<file path="src/hw/rtl/imass_pkg.sv">
// Shared widths, types and a helper function for the two-particle invariant mass pipeline.
package imass_pkg;

   localparam int COMPONENT_WIDTH = 20;
   localparam int SUM_WIDTH       = COMPONENT_WIDTH + 1;
   localparam int SQ_WIDTH        = 2 * COMPONENT_WIDTH + 1;
   localparam int P2_WIDTH        = 2 * COMPONENT_WIDTH + 2;
   localparam int ROOT_WIDTH      = COMPONENT_WIDTH + 1;
   localparam int RAD_WIDTH       = 2 * ROOT_WIDTH;
   localparam int REM_WIDTH       = ROOT_WIDTH + 2;
   localparam int MASS_WIDTH      = 21;
   localparam int EXT_WIDTH       = (ROOT_WIDTH > MASS_WIDTH) ? ROOT_WIDTH : MASS_WIDTH;
   localparam int FRONT_STAGES    = 4;
   localparam int PIPE_DEPTH      = FRONT_STAGES + ROOT_WIDTH + 1;

   typedef logic signed [COMPONENT_WIDTH-1:0] component_type;
   typedef logic signed [SUM_WIDTH-1:0]       sum_type;
   typedef logic        [SUM_WIDTH-1:0]       mag_type;
   typedef logic        [SQ_WIDTH-1:0]        square_type;
   typedef logic        [P2_WIDTH-1:0]        p2_type;
   typedef logic        [ROOT_WIDTH-1:0]      root_type;
   typedef logic        [MASS_WIDTH-1:0]      mass_type;

   localparam mass_type MASS_MAX = '1;

   // State carried through the digit-by-digit square root stages
   typedef struct packed {
      logic [REM_WIDTH-1:0] rem;
      root_type             root;
      logic [RAD_WIDTH-1:0] rad;
      logic                 spacelike;
      logic                 last;
   } root_state_type;

   // Clamp the root to the output width
   function automatic mass_type sat_mass(input root_type r);
      logic [EXT_WIDTH-1:0] ext;
      ext = EXT_WIDTH'(r);
      if (ext > EXT_WIDTH'(MASS_MAX)) begin
         return MASS_MAX;
      end
      return ext[MASS_WIDTH-1:0];
   endfunction

endpackage

</file>
<file path="src/hw/rtl/imass_root_stage.sv">
// One registered digit step of the pipelined floor square root.
module imass_root_stage (
   input  logic                      clock,
   input  logic                      reset,
   input  logic                      up_valid,
   input  imass_pkg::root_state_type up_state,
   output logic                      stage_ready,
   input  logic                      down_ready,
   output logic                      valid,
   output imass_pkg::root_state_type state
);

   logic                                valid_ff, valid_in;
   imass_pkg::root_state_type           state_ff, state_in;
   logic [imass_pkg::REM_WIDTH-1:0]     cat;
   logic [imass_pkg::REM_WIDTH-1:0]     trial;

   assign stage_ready = !valid_ff || down_ready;
   assign valid_in    = stage_ready ? up_valid : valid_ff;

   // Bring down the next two radicand bits and try a one in the next root bit
   always_comb begin
      cat   = {up_state.rem[imass_pkg::ROOT_WIDTH-1:0],
               up_state.rad[imass_pkg::RAD_WIDTH-1 -: 2]};
      trial = {up_state.root, 2'b01};
      state_in           = up_state;
      state_in.rad       = {up_state.rad[imass_pkg::RAD_WIDTH-3:0], 2'b00};
      if (cat >= trial) begin
         state_in.rem  = cat - trial;
         state_in.root = {up_state.root[imass_pkg::ROOT_WIDTH-2:0], 1'b1};
      end else begin
         state_in.rem  = cat;
         state_in.root = {up_state.root[imass_pkg::ROOT_WIDTH-2:0], 1'b0};
      end
   end

   always_ff @(posedge clock) begin
      if (reset) begin
         valid_ff <= 1'b0;
      end else begin
         valid_ff <= valid_in;
      end
   end

   always_ff @(posedge clock) begin
      if (stage_ready && up_valid) begin
         state_ff <= state_in;
      end
   end

   assign valid = valid_ff;
   assign state = state_ff;

endmodule

</file>
<file path="config.mk">
export PLATFORM = sky130hd
export DESIGN_NAME = imass_root_stage
export DESIGN_NICKNAME = d
export VERILOG_FILES = /design/src/hw/rtl/imass_pkg.sv /design/src/hw/rtl/imass_root_stage.sv
export SDC_FILE = /design/constraint.sdc
export NUM_CORES = 1
export LEC_CHECK = 0
export ABC_AREA = 1
export BUFFER_PORTS_ARGS = -buffer_cell sky130_fd_sc_hd__clkbuf_2
export CORE_ASPECT_RATIO = 0.7
export CORE_MARGIN = 1.5
export CORE_UTILIZATION = 45
export CTS_CLUSTER_DIAMETER = 60
export DETAILED_ROUTE_END_ITERATION = 8
export GPL_TIMING_DRIVEN = 0
export PLACE_DENSITY_LB_ADDON = 0.08
export SETUP_SLACK_MARGIN = 0.15
export SYNTH_ARGS = -nofsm -noshare
export SYNTH_HDL_FRONTEND = slang
export SYNTH_SLANG_ARGS = --single-unit
</file>
<file path="constraint.sdc">
create_clock -name clock -period 7.7 [get_ports clock]
set_input_delay 1.925 -clock clock [delete_from_list [all_inputs] [get_ports clock]]
set_output_delay 1.925 -clock clock [all_outputs]
set_load 0.02 [all_outputs]
</file>
### Yosys cells after proc, flatten, opt, wreduce, memory -nomap -nowiden

Cells that the tools add are included.

| word-level totals | value |
|---|---|
| register bits | 87 |
| word-level logic and storage cells | 12 |

| cells by class | value |
|---|---|
| add/sub/neg operators | 1 |
| magnitude comparators | 1 |
| mux-type cells | 1 |
| reductions and logical operators | 3 |

Operator list:

| kind | number |
|---|---|
| 44-bit 2-to-1 mux | 1 |
| 23-bit greater-or-equal comparator | 1 |
| 23-bit subtractor | 1 |
| 1-bit logical AND | 1 |
| 1-bit zero test | 1 |
| 1-bit logical OR | 1 |

### Longest topological paths before layout

| logic depth | value |
|---|---|
| word-level depth | 3 |
| depth in mapped cells | 14 |
| gate-level depth less buffers | 13 |

### Worst setup path before layout

OpenSTA, ideal clock, no wires.

| path | value |
|---|---|
| path type | input to register |
| from | input port up_valid |
| to | register state_ff, in the netlist state[0], enable pin |
| setup time | 559 ps |
| arrival time | 6124 ps |
| required time | 7141 ps |
| slack | 1017 ps |
| cell stages on the path | 2 |
| cells stage by stage | inv_1 > a21oi_1 |

| on the way | value |
|---|---|
| longest elaborated chain between the ends | 1 |

Ends and longest elaborated chain:

| element | line | RTL |
|---|---|---|
| start: declaration | imass_root_stage.sv:5 | `input logic up_valid,` |
| 1-bit logical AND | imass_root_stage.sv:46 | `if (stage_ready && up_valid) begin` |
| end signal: assignment | imass_root_stage.sv:47 | `state_ff <= state_in;` |
| end: declaration | imass_root_stage.sv:14 | `imass_pkg::root_state_type state_ff, state_in;` |

Every way passes these cells.
A chain may end at the register's enable or synchronous reset.

### Worst setup path in the final report

| path | value |
|---|---|
| from | input port down_ready |
| to | output port stage_ready |

| on the way | value |
|---|---|
| longest elaborated chain between the ends | 1 |

Ends and longest elaborated chain:

| element | line | RTL |
|---|---|---|
| start: declaration | imass_root_stage.sv:8 | `input logic down_ready,` |
| 1-bit logical OR | imass_root_stage.sv:18 | `assign stage_ready = !valid_ff \|\| down_ready;` |
| end: declaration | imass_root_stage.sv:7 | `output logic stage_ready,` |

Every way passes these cells.

==> results.py <==
metrics = {
    "timing": {
        "drv_slew": 0,
        "maxSlewHeadroom_pct": 42.5,
        "setup_ws_ns": 3.44,
        "fin_hold_ws_ns": 0.549,
        "worstMarginPinSlew_ns": 0.861,
        "period_minus_slack_ns": 4.26,
        "max_clock_freq_mhz": 235,
        "fin_worst_skew_ns": 0.00656,
        "finalCritPeriodShare_pct": 55.3,
        "rsz0062_at_grt": "false",
        "setup_viol": 0,
        "hold_viol_final": 0,
    },
    "pwr": {
        "design_power_total_uw": 1310,
        "internal-power_uw": 897,
        "switching_power_uw": 408,
        "p_leak_uw": 0.00330,
        "pwr-share-seq_pct": 44.0,
        "power_frac_comb_pct": 23.7,
        "vdd_drop_max_mv": 0.101,
        "p_clk_share_pct": 32.3,
        "powerDensity_nw_per_um2": 206,
        "swShare_pct": 31.3,
    },
    "setup_path": {
        "arrival_ns": 2.34,
        "crit_slowest_cell": "clkbuf_2",
        "path_delay_family": "buffers and inverters",
        "endpoint_kind": "primary output",
        "crit_chain": "clkbuf_2 -> inv_1 -> nand2_1 -> clkbuf_2",
        "worst-path-buf-inv": 3,
        "cp_max_fo": 2,
        "cp.required_ns": 5.78,
        "path_common_cell": "clkbuf_2",
        "startpoint_type": "input port",
        "crit_type": "in2out",
        "slowest_delay_ns": 0.16,
    },
    "logic_synthesis": {
        "synth_cells": 543,
        "ys_async_sr_fraction_pct": 0,
        "yosysUniqueCellTypes": 28,
        "synth_top_area_share_pct": 52.3,
        "yosysWarnings": 0,
        "synth_area_sq_um": 4940,
        "synth_flop_cell": "edfxtp_1",
        "synth_seq_area_share_pct": 52.7,
        "syn_area_per_cell_sq_um": 9.09,
        "synthTopCellsByArea": "edfxtp_1 (52%), nand2_1 (13%), inv_1 (8.4%), ha_1 (5.8%), nand3_1 (3.5%)",
        "synth_top_area_cell": "edfxtp_1",
        "synth_edf_count": 86,
        "ys_seq_elements": 87,
    },
    "layout": {
        "n_antenna_cell": 0,
        "area_growth_pct": 28.5,
        "nets": 849,
        "final_common_cell": "clkbuf_2",
        "utilization_pct": 60.4,
        "final_cell_mix": "clkbuf_2 (177), nand2_1 (165), inv_1 (110), edfxtp_1 (86), nand3_1 (35)",
        "post_route_cells_drive_above_1_share_pct": 34.1,
        "stdcell_count": 887,
    },
    "clock_network": {
        "hold_buffers": 0,
        "postCtsSetupBuffers": 0,
        "cts_buffers": 9,
        "cts_repair_resize_count": 0,
        "cts_tree": "done",
        "cts.sinks": 87,
        "clk_latency_ns": 0.34,
        "clk_path_buf_depth": 2,
        "root_buffer": "clkbuf_16",
        "h-tree-depth": 3,
        "path_clk_slew_ns": 0.06,
    },
    "routing": {
        "wl_met2_microns": 4830,
        "drc": 0,
        "wl_met1_microns": 6130,
        "via_per_inst": 4.60,
        "avgRoutedWirePerCell_microns": 13.4,
        "num_vias": 4081,
        "wirelength_microns": 11900,
        "highest_layer": "met4",
        "drtPass1Iterations": 5,
        "met3RoutedLength_microns": 830,
        "drt_iter0_markers": 270,
        "drt.antenna.violating_nets": 0,
    },
    "grt": {
        "grt_max_degree": 33,
        "grt_pass1_vias": 3749,
        "grt_pass1_wl_microns": 19000,
        "grt.total_usage_pct": 21.1,
        "antenna_found_initial": 0,
        "globalRoute.totalOverflow": 0,
    },
    "die": {
        "ioPinCount": 182,
        "die_area_sq_um": 11600,
        "initial_utilization_pct": 47.0,
        "die_x_microns": 128,
        "fp-row-count": 31,
        "coreArea_sq_um": 10500,
        "die_y_microns": 90.6,
    },
    "outcome": {
        "status": "completed",
    },
    "job": {
        "max_cap_viol_count": 0,
    },
    "placement": {
        "place_ws_ns": 3.44,
        "place_congestion": 0.901,
        "dp.cells": 871,
        "dp.final_hpwl_microns": 9510,
        "portBuffers": 177,
    },
    "min_path": {
        "hp-class": "reg2reg",
    },
}
[sequential cells by signal, indices dropped and copies added, names as in the netlist]
register / count
state: 86
valid: 1
[power groups by stage]
| stage | logic (uW) | registers [uW] | clock network [uW] |
|---|---|---|---|
| after detailed placement | 308 | 585 | 0 |
| after floorplan | 160 | 634 | 0 |
| after global placement | 302 | 589 | 0 |
| after CTS | 309 | 575 | 432 |
| after global routing | 342 | 577 | 449 |
| final | 309 | 574 | 422 |
[stage by stage]
step,instance area [sq um],setup TNS (ns)
after floorplan,4940,0
after detailed placement,6060,0
after global placement,6010,-41.01
after CTS,6340,0
after global routing,6340,0
final,6340,0
[per-layer routing]
layer | vias to the layer above | global-route usage, %
met3 | 11 | 4.98
met4 | 0 | 4.31
li1 | 2104 | -
met2 | 151 | 30.2
met1 | 1815 | 32.5
met5 | - | 0
[synthesized netlist by cell type (4+ instances only)]
cell type and n:
a21oi_1 15, edfxtp_1 86, ha_1 23, inv_1 110, inv_2 4, nand2_1 165, nand2_2 17, nand3_1 35
nand3_2 12, nand3b_1 4, nand4_1 6, nor2_1 23, nor2_2 4, nor3_1 4, o21ai_2 8, xor2_1 9
[cell type report]
type,count,area [sq um]
multi-input cells,335,1830
flip-flops and latches,87,2600
inverters,114,428
clock buffers,10,229
plain buffers,8,88.8
repair buffers,179,926
clock inverters,6,53.8
well taps,148,185
fillers,923,4170
[worst register-to-register path, cell delays in order (launching register included)]
cell and delay [ns]:
dfxtp_1 0.35, a21oi_4 0.71, buf_12 0.29
[final timing paths]
check / start / to / slack (ns) / depth (start not counted)
worst max register to register: valid / state[46] / 6.04 / 2
worst max-delay path: down_ready / stage_ready / 3.44 / 4
worst min-delay path: valid / valid / 0.55 / 2
worst min register to register: valid / valid / 0.55 / 2
[kinds of logic (layout without fill, tap and decap cells)]
| kind of cell | after synthesis | count (layout) | synth area share [%] |
|---|---|---|---|
| AOI/OAI and AO/OA | 24 | 24 | 3.04 |
| xor gates and xnor gates | 10 | 10 | 1.77 |
| adders and majority gates | 23 | 23 | 5.83 |
| buffers and inverters | 122 | 317 | 10.5 |
| DFF | 87 | 87 | 52.7 |
| other | 1 | 2 | 0.0760 |
| and+or+nand+nor | 276 | 276 | 26.1 |
Note: power is estimated with default switching activity, not from simulation.
